[src/hw/rtl/spl_pkg.sv]
// Shared types and constants for the sorted priority list.
`timescale 1ns / 1ps
package spl_pkg;

  localparam int unsigned CAPACITY = 32;
  localparam int unsigned KEY_W    = 32;
  localparam int unsigned PAY_W    = 64;

  localparam logic [1:0] OP_INSERT = 2'd0;
  localparam logic [1:0] OP_POP    = 2'd1;
  localparam logic [1:0] OP_REMOVE = 2'd2;
  localparam logic [1:0] OP_DUMP   = 2'd3;

  localparam logic [1:0] ST_OK        = 2'd0;
  localparam logic [1:0] ST_EMPTY     = 2'd1;
  localparam logic [1:0] ST_NOT_FOUND = 2'd2;
  localparam logic [1:0] ST_FULL      = 2'd3;

  typedef struct packed {
    logic [1:0]              op;
    logic signed [KEY_W-1:0] item_key;
    logic [PAY_W-1:0]        item_payload;
  } in_t;

  typedef struct packed {
    logic [1:0]              status;
    logic signed [KEY_W-1:0] out_key;
    logic [PAY_W-1:0]        out_payload;
    logic                    last;
  } out_t;

  typedef struct packed {
    logic signed [KEY_W-1:0] key;
    logic [PAY_W-1:0]        payload;
  } entry_t;

  typedef enum logic [4:0] {
    S_IDLE = 5'b00001,
    S_READ = 5'b00010,
    S_DATA = 5'b00100,
    S_TAIL = 5'b01000,
    S_DONE = 5'b10000
  } state_e;

endpackage

[src/hw/rtl/spl_ram.sv]
// Generic single-write, single-read RAM with registered read data.
`timescale 1ns / 1ps
module spl_ram #(
  parameter int unsigned WIDTH = 8,
  parameter int unsigned DEPTH = 32
) (
  input  logic                     clk_i,
  input  logic                     we_i,
  input  logic [$clog2(DEPTH)-1:0] waddr_i,
  input  logic [WIDTH-1:0]         wdata_i,
  input  logic                     re_i,
  input  logic [$clog2(DEPTH)-1:0] raddr_i,
  output logic [WIDTH-1:0]         rdata_o
);

  logic [WIDTH-1:0] mem_q [DEPTH];

  always_ff @(posedge clk_i) begin
    if (we_i) mem_q[waddr_i] <= wdata_i;
    if (re_i) rdata_o <= mem_q[raddr_i];
  end

endmodule

[src/hw/rtl/sorted_priority_list_core.sv]
// Sorted priority list: sequencer over one entry RAM, with output register.
//
//   channel | direction | handshake                  | payload
//   in      | input     | in_valid_i / in_stall_o    | in_data_i  (spl_pkg::in_t)
//   out     | output    | out_valid_o / out_stall_i  | out_data_o (spl_pkg::out_t)
//
// One item at a time. Insert, pop and remove walk the list once from the head,
// reading each entry from RAM, then comparing and writing it back; an empty
// list or a full insert skips the walk. Dump reads and emits each entry in turn.
// The single-port-pair entry RAM sets this pace. Reset leaves the list empty;
// no clearing pass. Output stalls hold the sequencer where a result is due.
`timescale 1ns / 1ps
module sorted_priority_list_core #(
  parameter int unsigned CAPACITY = spl_pkg::CAPACITY
) (
  input  logic           clk_i,
  input  logic           rst_ni,
  input  logic           in_valid_i,
  output logic           in_stall_o,
  input  spl_pkg::in_t   in_data_i,
  output logic           out_valid_o,
  input  logic           out_stall_i,
  output spl_pkg::out_t  out_data_o
);

  localparam int unsigned AW = (CAPACITY > 1) ? $clog2(CAPACITY) : 1;
  localparam int unsigned CW = $clog2(CAPACITY + 1);
  localparam int unsigned EW = $bits(spl_pkg::entry_t);

  spl_pkg::state_e state_q, state_d;
  logic [CW-1:0]   cnt_q, cnt_d;
  logic [CW-1:0]   idx_q, idx_d;
  logic            flag_q, flag_d;      // placed (insert) or found (pop/remove)
  spl_pkg::in_t    req_q, req_d;
  spl_pkg::entry_t carry_q, carry_d;    // displaced entry, or popped or removed entry
  logic [1:0]      stat_q, stat_d;
  logic            out_valid_q, out_valid_d;
  spl_pkg::out_t   out_q, out_d;

  logic            we, re;
  logic [AW-1:0]   waddr, raddr;
  spl_pkg::entry_t wdata, rdata, new_ent;
  logic            out_free, at_end, hit;
  logic [CW-1:0]   idx_inc;

  spl_ram #(.WIDTH(EW), .DEPTH(CAPACITY)) u_ram (
    .clk_i  (clk_i),
    .we_i   (we),
    .waddr_i(waddr),
    .wdata_i(wdata),
    .re_i   (re),
    .raddr_i(raddr),
    .rdata_o(rdata)
  );

  assign out_free    = !out_valid_q || !out_stall_i;
  assign in_stall_o  = (state_q != spl_pkg::S_IDLE);
  assign out_valid_o = out_valid_q;
  assign out_data_o  = out_q;
  assign idx_inc     = idx_q + CW'(1);
  assign at_end      = (idx_inc == cnt_q);
  assign new_ent     = '{key: req_q.item_key, payload: req_q.item_payload};
  assign raddr       = idx_q[AW-1:0];

  always_comb begin
    state_d     = state_q;
    cnt_d       = cnt_q;
    idx_d       = idx_q;
    flag_d      = flag_q;
    req_d       = req_q;
    carry_d     = carry_q;
    stat_d      = stat_q;
    out_valid_d = out_valid_q && out_stall_i;
    out_d       = out_q;
    we          = 1'b0;
    re          = 1'b0;
    waddr       = idx_q[AW-1:0];
    wdata       = rdata;
    hit         = 1'b0;

    unique case (state_q)
      spl_pkg::S_IDLE: begin
        if (in_valid_i) begin
          req_d  = in_data_i;
          idx_d  = '0;
          flag_d = 1'b0;
          stat_d = spl_pkg::ST_OK;
          if (cnt_q == '0) begin
            if (in_data_i.op == spl_pkg::OP_INSERT) begin
              we      = 1'b1;
              waddr   = '0;
              wdata   = '{key: in_data_i.item_key, payload: in_data_i.item_payload};
              cnt_d   = CW'(1);
              state_d = spl_pkg::S_DONE;
            end else begin
              stat_d  = (in_data_i.op == spl_pkg::OP_REMOVE) ? spl_pkg::ST_NOT_FOUND
                                                              : spl_pkg::ST_EMPTY;
              state_d = spl_pkg::S_DONE;
            end
          end else if (in_data_i.op == spl_pkg::OP_INSERT && cnt_q == CW'(CAPACITY)) begin
            stat_d  = spl_pkg::ST_FULL;
            state_d = spl_pkg::S_DONE;
          end else begin
            state_d = spl_pkg::S_READ;
          end
        end
      end

      spl_pkg::S_READ: begin
        re      = 1'b1;
        state_d = spl_pkg::S_DATA;
      end

      spl_pkg::S_DATA: begin
        unique case (req_q.op)
          spl_pkg::OP_INSERT: begin
            if (!flag_q && ((idx_q == '0) ? (req_q.item_key < rdata.key)
                                          : !(rdata.key < req_q.item_key))) begin
              we      = 1'b1;
              wdata   = new_ent;
              carry_d = rdata;
              flag_d  = 1'b1;
            end else if (flag_q) begin
              we      = 1'b1;
              wdata   = carry_q;
              carry_d = rdata;
            end
            idx_d   = idx_inc;
            state_d = at_end ? spl_pkg::S_TAIL : spl_pkg::S_READ;
          end
          spl_pkg::OP_POP,
          spl_pkg::OP_REMOVE: begin
            if (flag_q) begin
              // shift entry down over the dropped one
              we    = 1'b1;
              waddr = idx_q[AW-1:0] - AW'(1);
              wdata = rdata;
            end else begin
              hit = (req_q.op == spl_pkg::OP_POP) ? (idx_q == '0)
                                                  : (rdata.key == req_q.item_key);
              if (hit) begin
                flag_d  = 1'b1;
                carry_d = rdata;
              end
            end
            idx_d = idx_inc;
            if (at_end) begin
              if (flag_q || hit) cnt_d = cnt_q - CW'(1);
              else stat_d = spl_pkg::ST_NOT_FOUND;
              state_d = spl_pkg::S_DONE;
            end else begin
              state_d = spl_pkg::S_READ;
            end
          end
          spl_pkg::OP_DUMP: begin
            if (out_free) begin
              out_valid_d = 1'b1;
              out_d       = '{status: spl_pkg::ST_OK, out_key: rdata.key,
                              out_payload: rdata.payload, last: at_end};
              idx_d       = idx_inc;
              state_d     = at_end ? spl_pkg::S_IDLE : spl_pkg::S_READ;
            end
          end
          default: ;
        endcase
      end

      spl_pkg::S_TAIL: begin
        we      = 1'b1;
        waddr   = cnt_q[AW-1:0];
        wdata   = flag_q ? carry_q : new_ent;
        cnt_d   = cnt_q + CW'(1);
        state_d = spl_pkg::S_DONE;
      end

      spl_pkg::S_DONE: begin
        if (out_free) begin
          out_valid_d = 1'b1;
          out_d       = '{status: stat_q, out_key: '0, out_payload: '0, last: 1'b1};
          if (req_q.op == spl_pkg::OP_POP && stat_q == spl_pkg::ST_OK) begin
            out_d.out_key     = carry_q.key;
            out_d.out_payload = carry_q.payload;
          end
          state_d = spl_pkg::S_IDLE;
        end
      end

      default: state_d = spl_pkg::S_IDLE;
    endcase
  end

  always_ff @(posedge clk_i or negedge rst_ni) begin
    if (!rst_ni) begin
      state_q     <= spl_pkg::S_IDLE;
      cnt_q       <= '0;
      idx_q       <= '0;
      flag_q      <= 1'b0;
      out_valid_q <= 1'b0;
    end else begin
      state_q     <= state_d;
      cnt_q       <= cnt_d;
      idx_q       <= idx_d;
      flag_q      <= flag_d;
      out_valid_q <= out_valid_d;
    end
  end

  always_ff @(posedge clk_i) begin
    req_q   <= req_d;
    carry_q <= carry_d;
    stat_q  <= stat_d;
    out_q   <= out_d;
  end

endmodule
[config.mk]
export PLATFORM = sky130hd
export DESIGN_NAME = sorted_priority_list_core
export DESIGN_NICKNAME = d
export VERILOG_FILES = /design/src/hw/rtl/spl_pkg.sv /design/src/hw/rtl/spl_ram.sv /design/src/hw/rtl/sorted_priority_list_core.sv
export SDC_FILE = /design/constraint.sdc
export NUM_CORES = 2
export LEC_CHECK = 0
export ABC_CLOCK_PERIOD_IN_PS = 25800
export BUFFER_PORTS_ARGS = -buffer_cell sky130_fd_sc_hd__buf_2
export CAP_MARGIN = 10
export CORE_AREA = 5 5 636 638
export DETAILED_ROUTE_END_ITERATION = 12
export DIE_AREA = 0 0 641 643
export GPL_ROUTABILITY_DRIVEN = 0
export PLACE_DENSITY_LB_ADDON = 0.05
export SLEW_MARGIN = 20
export SYNTH_ARGS = -nofsm -noshare
export SYNTH_HDL_FRONTEND = slang
export SYNTH_SLANG_ARGS = --single-unit
[constraint.sdc]
create_clock -name clk_i -period 25.8 [get_ports clk_i]
set_clock_uncertainty 0.05 [all_clocks]
set_input_delay 5.16 -clock clk_i [delete_from_list [all_inputs] [get_ports clk_i]]
set_output_delay 5.16 -clock clk_i [all_outputs]
set_load 0.1 [all_outputs]
==> out/qor.yml <==
status: "finished, final reports clean"
ys_types: 77
track_usage_pct: 21.6
clockRootBuffer: "clkbuf_16"
rsz0062_at_grt: "no"
finalSetupViolCount: 0
h-tree-depth: 5
critical_path.endpoint_type: "flip-flop"
drcViolationCount: 0
leakagePower_nw: 48.6
final_common_cell: "edfxtp_1"
grt_max_degree: 103
crit_path_frequent_cell: "buf_4"
drive_gt1_share_pct: 29.9
initial_core_util_pct: 34.9
viasPerCell: 5.60
critical_path.top_delay_family: "buffers and inverters"
rrSetupSlack_ns: 19.04
timing.final.crit_share_pct: 37.6
synthCells: 6566
cp_cell_sequence: "buf_2, nor4b_2, and3_4, a21oi_1, o21ai_1, o21ai_2, nor3b_1, nand2_1, a21oi_4, buf_4, buf_4, buf_4"
post-place-ws_ns: 15.07
syn_area_per_cell_um2: 21.1
synth_ff_type: "edfxtp_1"
setup.worst_path.start: "in_data_i[97]"
grt_antenna_before_repair: 51
worst_slew_pin_slew_ns: 1.28
cp_num_buf_inv: 4
detail-route-antenna-nets: 0
clkTransAtPathRegs_ns: 0.05
synth_edf_count: 3463
grt_overflow_total: 0
worst_slack_ns: 16.10
fmax_mhz: 103
insertion_delay_ns: 0.96
tritoncts: "yes"
mostFrequentLayoutCells: "edfxtp_1, mux4_2, clkbuf_16"
dpl.hpwl_mm: 260
cts.repair.resized: 0
first_iter_violations: 6910
drv_cap: 0
hold_violations: 0
io-pin-count: 203
synth-seq-cells: 3482
rows: 232
path_class: "in -> reg"
die_h_um: 643
critPathArrivalTime_ns: 10.22
crit_slowest_cell: "buf_4"
syn_area_um2: 139000
die_w_um: 641
cts_setup_buffers: 0
ir_drop_mv: 0.0677
grt_pass1_vias: 72800
clockBufferDepth: 4
slowest_delay_ns: 0.70
die_area_um2: 412000
first_pass_iters: 6
min_period_ns: 9.70
drt-total-wl_mm: 453
finish.utilization_pct: 40.3
powerDensity_nw_per_um2: 100
worstReg2RegStart: "u_ram.rdata_o[69]$_DFFE_PP_"
syn_to_final_growth_pct: 15.6
syn-num-nets: 6715
fin_setup_tns_ns: 0
drt-wirelength-per-cell_um: 35.9
cp-start-kind: "input port"
core_area_um2: 398000
clock_sinks: 3482
hold_ws_ns: 0.441
hold_buffers: 0
final_nets: 7186
required_ns: 26.32
async_flop_share_pct: 0.546
vias: 70900
drv_slew: 0
grt_pass1_wl_mm: 622
path_max_fanout: 34
io_buffers: 202
max_slew_margin_pct: 13.9
hold_class: "reg -> reg"
holdCritStartpoint: "u_ram.rdata_o[23]$_DFFE_PP_"
fillCellCount: 35100
numCtsBuffers: 394
ys_seq_area_share_pct: 75.3
yosys_warnings: 0
## final timing paths
path,to,depth (start not counted)
min in group asynchronous,cnt_q[3]$_DFFE_PN0P_,1
max in group asynchronous,idx_q[1]$_DFFE_PN0P_,1
worst max-delay path,u_ram.mem_q[24][28]$_DFFE_PP_,12
worst min register to register,carry_q[23]$_DFFE_PP_,0
worst max register to register,u_ram.mem_q[19][24]$_DFFE_PP_,11
worst min-delay path,carry_q[23]$_DFFE_PP_,0
## state kept, by name, indices dropped and copies added, names as in the netlist
name	cells
idx_q	6
state_q	5
stat_q	2
new_ent	96
u_ram.rdata_o	96
flag_q	1
cnt_q	6
u_ram.mem_q	3072
out_valid_o	1
out_data_o	99
carry_q	96
req_q	2
## power breakdown
group,switching [W],internal (W)
Combinational,0.00234,0.000765
Clock,0.00229,0.00318
Sequential,0.0000834,0.00742
## kinds of logic (layout without fill, tap and decap cells)
logic type,after synthesis,in the layout,synth area share [%]
AND/OR/NAND/NOR,629,629,1.91
adder cells (fa/ha/maj),47,47,0.429
buffers and inverters,503,1294,1.52
multiplexers,1155,1155,17.1
flip-flops,3482,3482,75.3
other,0,23,0
XOR/XNOR,13,13,0.0920
AO/OA/AOI/OAI,737,737,3.68
## cells in the mapped netlist (all sizes together), types with 3 or more instances
cell | number | area share [%]
edfxtp | 3463 | 75
o221ai | 97 | 0.63
nand2 | 375 | 1.0
a311oi | 17 | 0.11
nand3 | 20 | 0.072
and3 | 6 | 0.027
dfrtp | 18 | 0.32
o21bai | 4 | 0.022
nor3b | 5 | 0.034
o2bb2ai | 18 | 0.11
buf | 154 | 0.58
inv | 101 | 0.27
a211oi | 66 | 0.36
a21o | 50 | 0.27
nor3 | 61 | 0.22
o211ai | 3 | 0.023
xnor2 | 7 | 0.044
clkbuf | 248 | 0.67
a31oi | 18 | 0.086
nor4 | 5 | 0.033
mux4 | 960 | 16
mux2i | 98 | 0.71
nand4 | 8 | 0.041
ha | 46 | 0.41
a221o | 19 | 0.14
a21oi | 167 | 0.61
o21ai | 158 | 0.58
nor2b | 3 | 0.014
nand2b | 3 | 0.014
a32oi | 47 | 0.30
xor2 | 5 | 0.032
a2111oi | 5 | 0.032
o31ai | 5 | 0.027
mux2 | 97 | 0.79
nor2 | 129 | 0.35
o22a | 47 | 0.30
## layout make-up
type | instances | area, um2 | share of cell area, %
multi-input cells | 2581 | 33200 | 20.7
clock buffers | 497 | 10400 | 6.45
flip-flops and latches | 3482 | 104000 | 65.1
clock inverters | 219 | 2080 | 1.30
repair buffers | 477 | 3290 | 2.05
well taps | 5265 | 6590 | 4.11
diodes | 23 | 57.6 | 0.0359
inverters | 101 | 385 | 0.240
## per-stage QoR
stage | cells | total power (W) | cell area (um2)
floorplan | 6566 | 0.00922 | 139000
global placement | 11900 | 0.0107 | 148000
detailed placement | 11900 | 0.0108 | 148000
CTS | 12600 | 0.0163 | 160000
global route | 12600 | 0.0167 | 160000
finish | 12600 | 0.0161 | 160000
## routing by layer
| layer | track usage [%] | routed length, um | share of wire, % | up-vias |
|---|---|---|---|---|
| met5 | 0 | 27 | 0.0060 | - |
| met4 | 5.33 | 11700 | 2.6 | 4 |
| met3 | 2.72 | 21300 | 4.7 | 564 |
| met2 | 36.0 | 223000 | 49 | 2296 |
| met1 | 30.3 | 197000 | 43 | 39300 |
| li1 | - | - | - | 28700 |
(Power assumes the default switching activity.)
